--- src/rtl/core/yv12_pixel_to_bgr24_core_macros.svh ---
// Assertion macros shared by the YV12 to BGR24 core.
// Each macro expects clk and rst_n in scope; no other dependencies.
`ifndef YV12_PIXEL_TO_BGR24_CORE_MACROS_SVH
`define YV12_PIXEL_TO_BGR24_CORE_MACROS_SVH

// same-cycle implication
`define Y2B_ASSERT_IMP(lbl, ante, cons, msg) \
  lbl: assert property (@(posedge clk) disable iff (!rst_n) (ante) |-> (cons)) \
    else $error(msg);

// next-cycle implication
`define Y2B_ASSERT_NXT(lbl, ante, cons, msg) \
  lbl: assert property (@(posedge clk) disable iff (!rst_n) (ante) |=> (cons)) \
    else $error(msg);

`endif

--- src/rtl/core/y2b_pkg.sv ---
// Types and constants for the YV12 to BGR24 core.
// No dependencies.
`default_nettype none

package y2b_pkg;

  localparam int unsigned SAMPLE_W = 8;
  localparam int unsigned POS_W    = 12;
  localparam int unsigned DIM_W    = 13;
  localparam int unsigned OFFSET_W = 26;
  localparam int unsigned CFG_IDX_W = 2;
  localparam int unsigned SUM_W    = 26;
  localparam int unsigned PROD_W   = 25;

  localparam logic [CFG_IDX_W-1:0] REG_FRAME_WIDTH  = 2'd0;
  localparam logic [CFG_IDX_W-1:0] REG_FRAME_HEIGHT = 2'd1;

  localparam logic [DIM_W-1:0] WIDTH_RESET  = 13'd1920;
  localparam logic [DIM_W-1:0] HEIGHT_RESET = 13'd1080;

  // Q16 coefficients
  localparam logic [17:0] COEF_RV = 18'd89831;
  localparam logic [17:0] COEF_GU = 18'd45744;
  localparam logic [17:0] COEF_GV = 18'd46080;
  localparam logic [17:0] COEF_BU = 18'd113538;

  localparam logic [8:0] CHROMA_BIAS = 9'd128;

  typedef struct packed {
    logic [DIM_W-1:0] width;
    logic [DIM_W-1:0] height;
  } dims_t;

  function automatic logic signed [PROD_W-1:0] mul_coef(input logic [17:0] c,
                                                        input logic signed [8:0] d);
    logic signed [27:0] p;
    p = $signed({10'b0, c}) * 28'(d);
    return p[PROD_W-1:0];
  endfunction

  // truncate Q16 toward zero, clamp to 0..255
  function automatic logic [SAMPLE_W-1:0] to_byte(input logic signed [SUM_W-1:0] s);
    logic [SAMPLE_W-1:0] r;
    if (s[SUM_W-1]) begin
      r = '0;
    end else if (|s[SUM_W-2:24]) begin
      r = 8'hFF;
    end else begin
      r = s[23:16];
    end
    return r;
  endfunction

endpackage

`default_nettype wire

--- src/rtl/core/y2b_pix_if.sv ---
// Pixel input channel: valid/ready plus YV12 samples and position.
// Depends on y2b_pkg.
`default_nettype none

interface y2b_pix_if;
  logic                             valid;
  logic                             ready;
  logic [y2b_pkg::SAMPLE_W-1:0]     luma;
  logic [y2b_pkg::SAMPLE_W-1:0]     chroma_u;
  logic [y2b_pkg::SAMPLE_W-1:0]     chroma_v;
  logic [y2b_pkg::POS_W-1:0]        column;
  logic [y2b_pkg::POS_W-1:0]        row;

  modport source (output valid, luma, chroma_u, chroma_v, column, row, input ready);
  modport sink   (input valid, luma, chroma_u, chroma_v, column, row, output ready);
endinterface

`default_nettype wire

--- src/rtl/core/y2b_res_if.sv ---
// Result channel: valid/ready plus BGR components and byte offset.
// Depends on y2b_pkg.
`default_nettype none

interface y2b_res_if;
  logic                             valid;
  logic                             ready;
  logic [y2b_pkg::SAMPLE_W-1:0]     red;
  logic [y2b_pkg::SAMPLE_W-1:0]     green;
  logic [y2b_pkg::SAMPLE_W-1:0]     blue;
  logic [y2b_pkg::OFFSET_W-1:0]     byte_offset;

  modport source (output valid, red, green, blue, byte_offset, input ready);
  modport sink   (input valid, red, green, blue, byte_offset, output ready);
endinterface

`default_nettype wire

--- src/rtl/core/y2b_cfg_if.sv ---
// Configuration write channel: valid/ready, register index and data.
// Depends on y2b_pkg.
`default_nettype none

interface y2b_cfg_if;
  logic                             valid;
  logic                             ready;
  logic [y2b_pkg::CFG_IDX_W-1:0]    index;
  logic [y2b_pkg::DIM_W-1:0]        data;

  modport source (output valid, index, data, input ready);
  modport sink   (input valid, index, data, output ready);
endinterface

`default_nettype wire

--- src/rtl/core/y2b_cfg.sv ---
// Frame size registers with saturation to the maximum dimension.
// Depends on y2b_pkg and y2b_cfg_if.
`default_nettype none

module y2b_cfg #(
  parameter int unsigned MAX_DIMENSION = 4096
) (
  input  wire             clk,
  input  wire             rst_n,
  y2b_cfg_if.sink         cfg_wr,
  output y2b_pkg::dims_t  dims
);

  localparam logic [14:0] MAX_DIM_C = 15'(MAX_DIMENSION);

  y2b_pkg::dims_t              dims_r;
  y2b_pkg::dims_t              dims_nxt;
  logic [y2b_pkg::DIM_W-1:0]   sat_val;

  assign cfg_wr.ready = 1'b1;
  assign sat_val = ({2'b0, cfg_wr.data} > MAX_DIM_C) ? MAX_DIM_C[y2b_pkg::DIM_W-1:0]
                                                     : cfg_wr.data;

  always_comb begin
    dims_nxt = dims_r;
    if (cfg_wr.valid) begin
      case (cfg_wr.index)
        y2b_pkg::REG_FRAME_WIDTH:  dims_nxt.width  = sat_val;
        y2b_pkg::REG_FRAME_HEIGHT: dims_nxt.height = sat_val;
        default: ;
      endcase
    end
  end

  always_ff @(posedge clk) begin
    if (!rst_n) begin
      dims_r.width  <= y2b_pkg::WIDTH_RESET;
      dims_r.height <= y2b_pkg::HEIGHT_RESET;
    end else begin
      dims_r <= dims_nxt;
    end
  end

  assign dims = dims_r;

endmodule

`default_nettype wire

--- src/rtl/core/yv12_pixel_to_bgr24_core.sv ---
// YV12 pixel to bottom-up BGR24 conversion, four-stage pipeline.
// Depends on y2b_pkg, y2b_*_if, y2b_cfg and the core macros header.
//
//   channel   role     transaction
//   in_pix    sink     luma, chroma_u, chroma_v, column, row
//   out_res   source   red, green, blue, byte_offset
//   cfg_wr    sink     index, data (always ready)
//
// One pixel per cycle sustained while out_res.ready is high; out_res.valid is the stage 4 valid bit.
// Stages: bias/line, Q16 multiplies and line*width, sums and *3, clamp/output.
// Each stage moves when its successor is empty or moving; bubbles collapse.
// Synchronous active-low reset clears valid bits; config resets to 1920x1080.
`default_nettype none

`include "yv12_pixel_to_bgr24_core_macros.svh"

module yv12_pixel_to_bgr24_core #(
  parameter int unsigned MAX_DIMENSION = 4096
) (
  input  wire        clk,
  input  wire        rst_n,
  y2b_pix_if.sink    in_pix,
  y2b_res_if.source  out_res,
  y2b_cfg_if.sink    cfg_wr
);

  localparam int unsigned SW = y2b_pkg::SUM_W;
  localparam int unsigned PW = y2b_pkg::PROD_W;
  localparam int unsigned OW = y2b_pkg::OFFSET_W;

  y2b_pkg::dims_t dims;

  y2b_cfg #(.MAX_DIMENSION(MAX_DIMENSION)) u_cfg (
    .clk    (clk),
    .rst_n  (rst_n),
    .cfg_wr (cfg_wr),
    .dims   (dims)
  );

  logic v1_r, v2_r, v3_r, v4_r;
  logic en1, en2, en3, en4;

  // stage 1
  logic [7:0]          y1_r;
  logic signed [8:0]   du1_r, dv1_r;
  logic [OW-1:0]       line1_r;
  logic [11:0]         col1_r;
  // stage 2
  logic [7:0]          y2_r;
  logic signed [PW-1:0] rv2_r, gu2_r, gv2_r, bu2_r;
  logic [OW-1:0]       pix2_r;
  // stage 3
  logic signed [SW-1:0] r3_r, g3_r, b3_r;
  logic [OW-1:0]       off3_r;
  // stage 4 (output)
  logic [7:0]          red_r, green_r, blue_r;
  logic [OW-1:0]       off4_r;

  logic signed [SW-1:0] base2;

  assign en4 = !v4_r || out_res.ready;
  assign en3 = !v3_r || en4;
  assign en2 = !v2_r || en3;
  assign en1 = !v1_r || en2;
  assign in_pix.ready = en1;

  assign base2 = $signed({2'b0, y2_r, 16'b0});

  always_ff @(posedge clk) begin
    if (!rst_n) begin
      v1_r <= 1'b0;
      v2_r <= 1'b0;
      v3_r <= 1'b0;
      v4_r <= 1'b0;
    end else begin
      if (en1) v1_r <= in_pix.valid;
      if (en2) v2_r <= v1_r;
      if (en3) v3_r <= v2_r;
      if (en4) v4_r <= v3_r;
    end
  end

  always_ff @(posedge clk) begin
    if (en1) begin
      y1_r    <= in_pix.luma;
      du1_r   <= $signed({1'b0, in_pix.chroma_u} - y2b_pkg::CHROMA_BIAS);
      dv1_r   <= $signed({1'b0, in_pix.chroma_v} - y2b_pkg::CHROMA_BIAS);
      line1_r <= OW'(dims.height) - OW'(1) - OW'(in_pix.row);
      col1_r  <= in_pix.column;
    end
    if (en2) begin
      y2_r   <= y1_r;
      rv2_r  <= y2b_pkg::mul_coef(y2b_pkg::COEF_RV, dv1_r);
      gu2_r  <= y2b_pkg::mul_coef(y2b_pkg::COEF_GU, du1_r);
      gv2_r  <= y2b_pkg::mul_coef(y2b_pkg::COEF_GV, dv1_r);
      bu2_r  <= y2b_pkg::mul_coef(y2b_pkg::COEF_BU, du1_r);
      pix2_r <= OW'(line1_r * OW'(dims.width)) + OW'(col1_r);
    end
    if (en3) begin
      r3_r   <= base2 + SW'(rv2_r);
      g3_r   <= base2 - SW'(gu2_r) - SW'(gv2_r);
      b3_r   <= base2 + SW'(bu2_r);
      off3_r <= pix2_r + {pix2_r[OW-2:0], 1'b0};
    end
    if (en4) begin
      red_r   <= y2b_pkg::to_byte(r3_r);
      green_r <= y2b_pkg::to_byte(g3_r);
      blue_r  <= y2b_pkg::to_byte(b3_r);
      off4_r  <= off3_r;
    end
  end

  assign out_res.valid       = v4_r;
  assign out_res.red         = red_r;
  assign out_res.green       = green_r;
  assign out_res.blue        = blue_r;
  assign out_res.byte_offset = off4_r;

  `Y2B_ASSERT_NXT(a_accept_lands, in_pix.valid && in_pix.ready, v1_r, "accepted pixel lost")
  `Y2B_ASSERT_IMP(a_stall_full, !in_pix.ready, v1_r && v2_r && v3_r && v4_r, "bubble under stall")
  `Y2B_ASSERT_NXT(a_s3_to_out, v3_r && en4, out_res.valid, "stage 3 result not presented")

endmodule

`default_nettype wire
--- src/flat_wrapper.sv ---
// flat-port wrapper written by rule: the top's interface ports become plain ports
module yv12_pixel_to_bgr24_core_flat 
#(
  parameter int unsigned MAX_DIMENSION = 4096
)
  (clk, rst_n, in_pix_valid, in_pix_luma, in_pix_chroma_u, in_pix_chroma_v, in_pix_column, in_pix_row, in_pix_ready, out_res_valid, out_res_red, out_res_green, out_res_blue, out_res_byte_offset, out_res_ready, cfg_wr_valid, cfg_wr_index, cfg_wr_data, cfg_wr_ready);
  y2b_pix_if in_pix_i ();
  y2b_res_if out_res_i ();
  y2b_cfg_if cfg_wr_i ();
  input  wire clk;
  input  wire rst_n;
  input wire logic [$bits(in_pix_i.valid)-1:0] in_pix_valid;
  input wire logic [$bits(in_pix_i.luma)-1:0] in_pix_luma;
  input wire logic [$bits(in_pix_i.chroma_u)-1:0] in_pix_chroma_u;
  input wire logic [$bits(in_pix_i.chroma_v)-1:0] in_pix_chroma_v;
  input wire logic [$bits(in_pix_i.column)-1:0] in_pix_column;
  input wire logic [$bits(in_pix_i.row)-1:0] in_pix_row;
  output wire logic [$bits(in_pix_i.ready)-1:0] in_pix_ready;
  output wire logic [$bits(out_res_i.valid)-1:0] out_res_valid;
  output wire logic [$bits(out_res_i.red)-1:0] out_res_red;
  output wire logic [$bits(out_res_i.green)-1:0] out_res_green;
  output wire logic [$bits(out_res_i.blue)-1:0] out_res_blue;
  output wire logic [$bits(out_res_i.byte_offset)-1:0] out_res_byte_offset;
  input wire logic [$bits(out_res_i.ready)-1:0] out_res_ready;
  input wire logic [$bits(cfg_wr_i.valid)-1:0] cfg_wr_valid;
  input wire logic [$bits(cfg_wr_i.index)-1:0] cfg_wr_index;
  input wire logic [$bits(cfg_wr_i.data)-1:0] cfg_wr_data;
  output wire logic [$bits(cfg_wr_i.ready)-1:0] cfg_wr_ready;
  assign in_pix_i.valid = in_pix_valid;
  assign in_pix_i.luma = in_pix_luma;
  assign in_pix_i.chroma_u = in_pix_chroma_u;
  assign in_pix_i.chroma_v = in_pix_chroma_v;
  assign in_pix_i.column = in_pix_column;
  assign in_pix_i.row = in_pix_row;
  assign in_pix_ready = in_pix_i.ready;
  assign out_res_valid = out_res_i.valid;
  assign out_res_red = out_res_i.red;
  assign out_res_green = out_res_i.green;
  assign out_res_blue = out_res_i.blue;
  assign out_res_byte_offset = out_res_i.byte_offset;
  assign out_res_i.ready = out_res_ready;
  assign cfg_wr_i.valid = cfg_wr_valid;
  assign cfg_wr_i.index = cfg_wr_index;
  assign cfg_wr_i.data = cfg_wr_data;
  assign cfg_wr_ready = cfg_wr_i.ready;
  yv12_pixel_to_bgr24_core #(.MAX_DIMENSION(MAX_DIMENSION)) u_core (.clk(clk), .rst_n(rst_n), .in_pix(in_pix_i), .out_res(out_res_i), .cfg_wr(cfg_wr_i));
endmodule
--- config.mk ---
export PLATFORM = sky130hd
export DESIGN_NAME = yv12_pixel_to_bgr24_core_flat
export DESIGN_NICKNAME = d
export VERILOG_FILES = /design/src/rtl/core/y2b_pkg.sv /design/src/rtl/core/y2b_pix_if.sv /design/src/rtl/core/y2b_res_if.sv /design/src/rtl/core/y2b_cfg_if.sv /design/src/rtl/core/y2b_cfg.sv /design/src/rtl/core/yv12_pixel_to_bgr24_core.sv /design/src/flat_wrapper.sv
export VERILOG_INCLUDE_DIRS = /design/src /design/src/rtl/core
export SDC_FILE = /design/constraint.sdc
export NUM_CORES = 1
export LEC_CHECK = 0
export ABC_CLOCK_PERIOD_IN_PS = 12400
export BUFFER_PORTS_ARGS = -buffer_cell sky130_fd_sc_hd__buf_2
export CAP_MARGIN = 10
export CORE_MARGIN = 3
export CORE_UTILIZATION = 50
export DETAILED_ROUTE_END_ITERATION = 7
export MAX_ROUTING_LAYER = met4
export PLACE_DENSITY = 0.67
export SETUP_SLACK_MARGIN = 0.2
export SYNTH_ARGS = -nofsm -noshare
export SYNTH_HDL_FRONTEND = slang
export SYNTH_SLANG_ARGS = --single-unit
export TNS_END_PERCENT = 30
--- constraint.sdc ---
create_clock -name clk -period 12.4 [get_ports clk]
set_clock_uncertainty 0.2 [all_clocks]
set_input_delay 3.72 -clock clk [delete_from_list [all_inputs] [get_ports clk]]
set_output_delay 3.72 -clock clk [all_outputs]
set_load 0.01 [all_outputs]
==> flow_metrics.env <==
export IMPL_grt_pass1_wl_mm=93.5
export IMPL_wl_per_cell_um=16.6
export IMPL_cts_sinks=286
export IMPL_io_pins=121
export IMPL_maxSlewViolCount=0
export IMPL_worst_setup_path_type="input pin to output pin"
export IMPL_ys_flop_type="edfxtp_1"
export IMPL_hold_viol=0
export IMPL_coreArea_mm2=0.0533
export IMPL_grt_antenna_before_repair=0
export IMPL_synthSimpleGateAreaFrac=0.107
export IMPL_htreeDepth=2
export IMPL_synth_cells=2532
export IMPL_synthAdderAreaFrac=0.395
export IMPL_m1WireLength_mm=26.4
export IMPL_start_util=0.512
export IMPL_holdWs_ns=0.202
export IMPL_syn_num_nets=3273
export IMPL_cts_tree="done"
export IMPL_drt_iter0_markers=853
export IMPL_peakVddDrop_uv=216
export IMPL_grt_max_degree=64
export IMPL_ant_nets=0
export IMPL_clk_path_buf_depth=3
export IMPL_worstSkewPairLatency_ns=0.55
export IMPL_drc_errors=0
export IMPL_synth_distinct_cells=67
export IMPL_wl_met3_mm=2.95
export IMPL_worstPathArrival_ns=5.41
export IMPL_post_cts_buffers=0
export IMPL_grt_overflow_total=0
export IMPL_synth_edf_count=256
export IMPL_cp_max_fo=63
export IMPL_max_freq_mhz=107
export IMPL_drive_gt1_frac=0.0766
export IMPL_synth_compound_area_frac=0.0702
export IMPL_dieHeight_um=240
export IMPL_synthTopCellsByArea="edfxtp_1, fa_1, ha_1"
export IMPL_setup_tns_ns=0
export IMPL_synth_top_family_by_area="adder cells"
export IMPL_postCtsResizedCells=0
export IMPL_slew_headroom=0.219
export IMPL_top_layer="met4"
export IMPL_synth_mux_area_frac=0.000734
export IMPL_synth_area_mm2=0.0273
export IMPL_met2_length_mm=24.8
export IMPL_synth_common_cells="inv_1, ha_1, fa_1"
export IMPL_synth_top_area_frac=0.282
export IMPL_vias=17500
export IMPL_core_rowCount=84
export IMPL_outcome="finished clean"
export IMPL_final_nets=3368
export IMPL_grt_usage=0.210
export IMPL_wl_mm=55.5
export IMPL_ys_ff_latch=286
export IMPL_avgSynthCellArea_um2=10.8
export IMPL_clkTransAtPathRegs_ns=0.06
export IMPL_fin_crit_sh=0.752
export IMPL_critPathCaptureType="output pin"
export IMPL_firstDrtPassIters=5
export IMPL_cts_buffers=34
export IMPL_min_period_ns=9.33
export IMPL_syn2layout_area_growth_pct=8.62
export IMPL_first_global_vias=18900
export IMPL_min_path_type="flip-flop to flip-flop"
export IMPL_yosysMostFrequentCell="inv_1"
export IMPL_setup_violations=0
export IMPL_nFillCells=4506
export IMPL_startpoint_type="input pin"
export IMPL_portBuffers=119
export IMPL_die_area_mm2=0.0574
export IMPL_synth_xor_area_share=0.0510
export IMPL_cap_violations=0
export IMPL_seq_area_frac_synth=0.304
export IMPL_async_flop_share=0
export IMPL_p_leak_nw=14.3
export IMPL_cts_hold_buf=0
export IMPL_yosysTopAreaCell="edfxtp_1"
export IMPL_tightestPinTransition_ns=1.17
export IMPL_clockRootBuffer="clkbuf_16"
export IMPL_gp_congestion=0.890
export IMPL_rsz0062_at_grt="no"
export IMPL_fp_dieW_um=240
export IMPL_vias_per_cell=5.25
export IMPL_insertedDiodeCount=0
export IMPL_powerDensity_mw_per_mm2=252
export IMPL_place_hpwl_mm=43.4
export IMPL_ys_warnings_count=0
export IMPL_required_ns=8.48
[routing by layer]
metal / global-route usage / vias to the layer above
li1: - / 8418
met1: 0.288 / 8633
met2: 0.326 / 389
met3: 0.0336 / 79
met4: 0.0568 / 0
met5: - / -
[worst max-delay path: stages]
cell and delay (ns):
buf_2 0.10, nor2b_1 0.31, and3_1 0.35, nand2_4 0.54, buf_2 0.36
[metrics by stage]
step                      setup slack [ns]  cells  cell area [um2]  power, mW  utilization
after floorplan                       3.09   2532            27300       5.34            -
after global placement                3.11   3279            28500       6.31        0.535
after detailed placement              3.03   3279            28500       6.46        0.535
after CTS                             3.04   3339            29600       7.51        0.556
after global routing                  2.92   3339            29600       8.23        0.556
final                                 3.07   3339            29600       7.46        0.556
[final timing paths]
kind                         startpoint                       endpoint  slack (ns)  cells after the start
setup / recovery          out_res_ready                   in_pix_ready        3.07                      5
hold / removal         u_core.off3_r[1]  u_core.out_res.byte_offset[1]        0.20                      0
setup reg to reg  u_core.u_cfg.dims[17]              u_core.pix2_r[24]        5.43                     19
hold reg to reg        u_core.off3_r[1]  u_core.out_res.byte_offset[1]        0.20                      0
[layout make-up]
type / count / area (um2) / area share
Clock inverter: 16 / 156 / 0.00528
Tap cell: 688 / 861 / 0.0291
Sequential cell: 286 / 8290 / 0.280
Timing Repair Buffer: 123 / 626 / 0.0211
Clock buffer: 44 / 941 / 0.0318
Inverter: 458 / 1720 / 0.0581
Multi-Input combinational cell: 1724 / 17000 / 0.575
[cell families after synthesis]
kind of cell	Yosys count
XOR/XNOR	158
AO/OA/AOI/OAI	290
other	1
multiplexers	2
flip-flops	286
adder cells (fa/ha/maj)	673
buffers and inverters	522
AND/OR/NAND/NOR	600
[registers in the layout (all words and copies together) (netlist names), 9 cells and up]
register and cells:
u_core.off3_r 26, u_core.r3_r 10, u_core.g3_r 10, u_core.gu2_r 21
u_core.bu2_r 9, u_core.line1_r 26, u_core.col1_r 12, u_core.gv2_r 14
u_core.b3_r 10, u_core.u_cfg.dims 26, u_core.pix2_r 26, u_core.out_res.byte_offset 26
u_core.rv2_r 10
[power by group]
| part | internal [mW] | leakage [nW] | switching, mW |
|---|---|---|---|
| combinational | 2.10 | 10.8 | 2.54 |
| clock | 0.582 | 0.539 | 0.402 |
| sequential | 1.66 | 2.94 | 0.183 |
[layout by cell type (no fill, tap or decap), types with 16 or more instances in the layout]
cell type and n:
clkbuf_16 36, nor2b_1 26, xor2_1 41, nor2_1 116
o21a_1 16, a21o_1 52, xnor2_1 116, and2_1 118
ha_1 359, inv_1 456, buf_2 119, o21ai_0 48
a21oi_1 86, o21bai_1 20, nand2_1 223, fa_1 314
dfxtp_1 30, edfxtp_1 256, nor3_1 27
Power figures use the tool's default switching activity.
